$ cat config.mk
export PLATFORM = sky130hd
export DESIGN_NAME = tsp_divider
export DESIGN_NICKNAME = d
export VERILOG_FILES = /design/src/rtl/tsp_pkg.sv /design/src/rtl/tsp_divider.sv
export SDC_FILE = /design/constraint.sdc
export NUM_CORES = 1
export LEC_CHECK = 0
export ABC_AREA = 1
export BUFFER_PORTS_ARGS = -buffer_cell sky130_fd_sc_hd__buf_2
export CORE_AREA = 2 2 131 133
export DETAILED_ROUTE_END_ITERATION = 8
export DIE_AREA = 0 0 133 135
export GPL_ROUTABILITY_DRIVEN = 0
export HOLD_SLACK_MARGIN = 0.03
export PLACE_DENSITY_LB_ADDON = 0.25
export RECOVER_POWER = 50
export SLEW_MARGIN = 20
export SYNTH_ARGS = -nofsm -noshare
export SYNTH_HDL_FRONTEND = slang
export SYNTH_SLANG_ARGS = --single-unit
$ cat constraint.sdc
create_clock -name clock -period 3.2 [get_ports clock]
set_clock_uncertainty 0.05 [all_clocks]
set_input_delay 0.48 -clock clock [delete_from_list [all_inputs] [get_ports clock]]
set_output_delay 0.48 -clock clock [all_outputs]
set_load 0.1 [all_outputs]
$ cat src/rtl/tsp_pkg.sv
// tsp_pkg: shared types and constants for the task scheduler picker
// no dependencies
package tsp_pkg;
   localparam int MaxTasks = 64;
   localparam int SlotW = 6;
   localparam int PrioW = 8;
   localparam int WeightW = 17;
   localparam int DeltaW = 32;
   localparam int VrtW = 64;

   localparam logic [1:0] ModeAdd = 2'd0;
   localparam logic [1:0] ModeRemove = 2'd1;
   localparam logic [1:0] ModePick = 2'd2;

   localparam logic [1:0] PolRr = 2'd0;
   localparam logic [1:0] PolPrio = 2'd1;
   localparam logic [1:0] PolCfs = 2'd2;

   localparam logic csr_policy_idx = 1'b0;
   localparam logic csr_nice_idx = 1'b1;

   typedef enum logic [2:0] {
      ST_IDLE,
      ST_DIV,
      ST_UPD,
      ST_SCAN,
      ST_DONE
   } state_type;

   // data carried around the ring of cells
   typedef struct packed {
      logic             valid;
      logic [PrioW-1:0] prio;
      logic [WeightW-1:0] weight;
      logic [VrtW-1:0]  vrt;
   } entry_type;
endpackage

$ cat src/rtl/tsp_divider.sv
// tsp_divider: restoring divider, one quotient bit per cycle
// depends on tsp_pkg
module tsp_divider (
   input  logic                       clock,
   input  logic                       reset,
   input  logic                       start,
   input  logic [48:0]                dividend,
   input  logic [tsp_pkg::WeightW-1:0] divisor,
   output logic                       done,
   output logic [48:0]                quotient
);
   logic [48:0] quot_ff, quot_in;
   logic [tsp_pkg::WeightW-1:0] rem_ff, rem_in;
   logic [tsp_pkg::WeightW-1:0] div_ff, div_in;
   logic [5:0] cnt_ff, cnt_in;
   logic run_ff, run_in;
   logic [tsp_pkg::WeightW:0] trial;

   always_comb begin
      quot_in = quot_ff;
      rem_in = rem_ff;
      div_in = div_ff;
      cnt_in = cnt_ff;
      run_in = run_ff;
      trial = '0;
      done = 1'b0;
      if (start) begin
         quot_in = dividend;
         rem_in = '0;
         div_in = (divisor == '0) ? tsp_pkg::WeightW'(1) : divisor;
         cnt_in = 6'd49;
         run_in = 1'b1;
      end else if (run_ff) begin
         trial = {rem_ff, quot_ff[48]};
         if (trial >= {1'b0, div_ff}) begin
            rem_in = trial[tsp_pkg::WeightW-1:0] - div_ff;
            quot_in = {quot_ff[47:0], 1'b1};
         end else begin
            rem_in = trial[tsp_pkg::WeightW-1:0];
            quot_in = {quot_ff[47:0], 1'b0};
         end
         cnt_in = cnt_ff - 6'd1;
         if (cnt_ff == 6'd1) begin
            run_in = 1'b0;
            done = 1'b1;
         end
      end
   end

   always_ff @(posedge clock) begin
      if (reset) begin
         run_ff <= 1'b0;
         cnt_ff <= '0;
      end else begin
         run_ff <= run_in;
         cnt_ff <= cnt_in;
      end
      quot_ff <= quot_in;
      rem_ff <= rem_in;
      div_ff <= div_in;
   end

   assign quotient = quot_in;
endmodule

==> metrics.csv <==
metric;value;unit
run_status;completed;
p_per_area;563;nW/um2
final_cell_mix;nand2_1 (161), buf_2 (102), o21ai_0 (97), nor2_1 (81), inv_1 (75);
postSynthCellCount;693;
overflow;0;
ctsRootBufferMaster;clkbuf_16;
diodes;0;
cp_common_cell;inv_1;
critical_path_arrival;2360;ps
timing.final.hold_violations;0;
h-tree-depth;3;
fmax;346;MHz
cts_buffers;9;
clk_pin_slew;70;ps
die_w;133;um
rr_startpoint;quot_ff[48]$_DFF_P_;
syn_nets;782;
ctsLongestPathBuffers;2;
end_kind;output port;
fin_crit_sh;90.3;%
synth.yosys.seq_area_share;40.7;%
start_util;29.5;%
nFillCells;1787;
avgSynthCellArea;6.98;um2
ys_types;39;
grt_pass1_vias;4463;
slew_headroom;57.1;%
via_per_inst;4.63;
die_height;135;um
slowest_stage;ha_1;
track_usage;15.0;%
synth_area_leaders;dfxtp_1 (30%), nand2_1 (12%), o21ai_0 (11%);
rows;47;
rsz0062_at_grt;no;
stdcell_count;1008;
dp.cells;992;
drt_wl_total;13300;um
placed_area;5620;um2
synth_top_cell_by_area;dfxtp_1;
ant_nets;0;
grt_max_degree;88;
tightest_slew;637;ps
cp_max_fo;6;
setup_violations;0;
power_leakage;2.91;nW
wl_per_cell;13.2;um
drcViolationCount;0;
start_kind;flip-flop;
hold_class;input port to flip-flop;
worstHoldStart;divisor[14];
first_pass_iters;5;
critPathMaxStageDelay;380;ps
crit_type;flip-flop to output port;
die_area;18000;um2
cts_sinks;90;
path_cells;inv_1, ha_1, nand2_1, inv_2, nand3_2, nor3_2, nand2_4, nand3_1, inv_1, o21ai_1, clkbuf_4;
clock_latency;350;ps
dr.first_iter.drc_count;241;
detailed_place_hpwl;9210;um
layout.nets;872;
stdcell_area;5900;um2
cp-startpoint;div_ff[14]$_SDFFCE_PN0P_;
seq_area;1970;um2
via_count;4665;
irDropWorstVdd;0.396;mV
drv_cap;0;
drive_above_1_share;18.1;%
cts_tree;done;
ys_ff_latch;90;
io_buffer_count;118;
multiInputGateArea;2390;um2
crit_required;2670;ps
core;16400;um2
final_common_cell;nand2_1;
synth_top_area_share;30.2;%
fin_crit;2890;ps
maxSlewViolCount;0;
grt_pass1_wl;21900;um
antenna_found_initial;0;
synth_area;4840;um2
boundaryPins;119;
area_growth_syn_to_layout;21.9;%
cts_setup_buffers;0;
synth_warnings;0;
[path summary, 6_finish.rpt]
check,endpoint,slack [ps],depth (start not counted)
hold reg to reg,cnt_ff[1]$_SDFFE_PP0P_,450,2
setup / recovery,quotient[0],310,11
setup reg to reg,rem_ff[16]$_SDFFE_PP0P_,750,13
hold / removal,div_ff[14]$_SDFFCE_PN0P_,270,1
[registers in the layout, summed over array words and instances, names as in the netlist]
| signal | cells |
|---|---|
| quot_ff | 49 |
| div_ff | 17 |
| rem_ff | 17 |
| cnt_ff | 6 |
| run_ff | 1 |
[where the power goes]
group / total, mW / internal [mW] / switching, mW
clock: 1.07 / 0.621 / 0.448
combinational: 0.959 / 0.180 / 0.779
sequential: 1.30 / 1.25 / 0.0436
[through the flow]
stage	TNS, ps	hold WS, ps	setup WS, ps	util (%)	total power, mW
after floorplan	-4.88	413	-4.88	-	2.10
after global placement	0	442	633	34.2	2.30
after detailed placement	0	449	613	34.2	2.29
after CTS	0	257	212	36.1	3.37
after global routing	0	260	78.0	36.0	3.48
final	0	268	311	36.0	3.32
[cells by family after synthesis]
family / count (synthesis) / share of synthesized area [%]
DFF: 90 / 40.7
adders and majority gates: 20 / 5.33
AOI/OAI and AO/OA: 129 / 13.8
and+or+nand+nor: 320 / 28.5
buffers and inverters: 125 / 10.0
xor gates and xnor gates: 9 / 1.63
[per-layer routing]
| metal | up-vias | track usage (%) | share of wire (%) |
|---|---|---|---|
| met4 | 0 | 5.50 | 1.7 |
| met2 | 133 | 23.9 | 45 |
| met3 | 20 | 3.83 | 6.2 |
| met1 | 2092 | 19.8 | 47 |
| met5 | - | 0 | 0 |
| li1 | 2420 | - | - |
[critical path: cells and delay by family (launching register included)]
| kind | cells | cell delay, ps |
|---|---|---|
| flops | 1 | 340 |
| fa+ha+maj | 1 | 380 |
| buf+inv | 4 | 550 |
| compound gates | 1 | 160 |
| simple gates | 5 | 570 |
[layout make-up]
cell class / count / area share [%]
Multi-Input combinational cell: 478 / 40.5
Tap cell: 220 / 4.66
Clock buffer: 14 / 4.83
Clock inverter: 2 / 0.254
Inverter: 78 / 4.96
Timing Repair Buffer: 126 / 11.4
Sequential cell: 90 / 33.4
[cell usage after synthesis, drive strengths merged]
library cell / count
o21ai: 108
xor2: 7
nand3: 39
or2: 1
nor3: 2
o21bai: 1
nor3b: 1
a31oi: 1
dfxtp: 73
nand2: 166
xnor2: 2
o21a: 1
nand3b: 3
nor2: 83
nor4: 4
or3: 1
nand4: 20
fa: 1
clkbuf: 37
a21oi: 17
a211oi: 1
ha: 19
inv: 77
clkinv: 1
edfxtp: 17
buf: 10
[what timing repair did]
| action | in CTS | in global routing |
|---|---|---|
| gates resized for setup | 0 | 1 |
| hold buffers | 0 | 0 |
| setup endpoints to repair | 0 | 1 |
| hold endpoints to repair | 0 | 0 |
(Power assumes the default switching activity.)
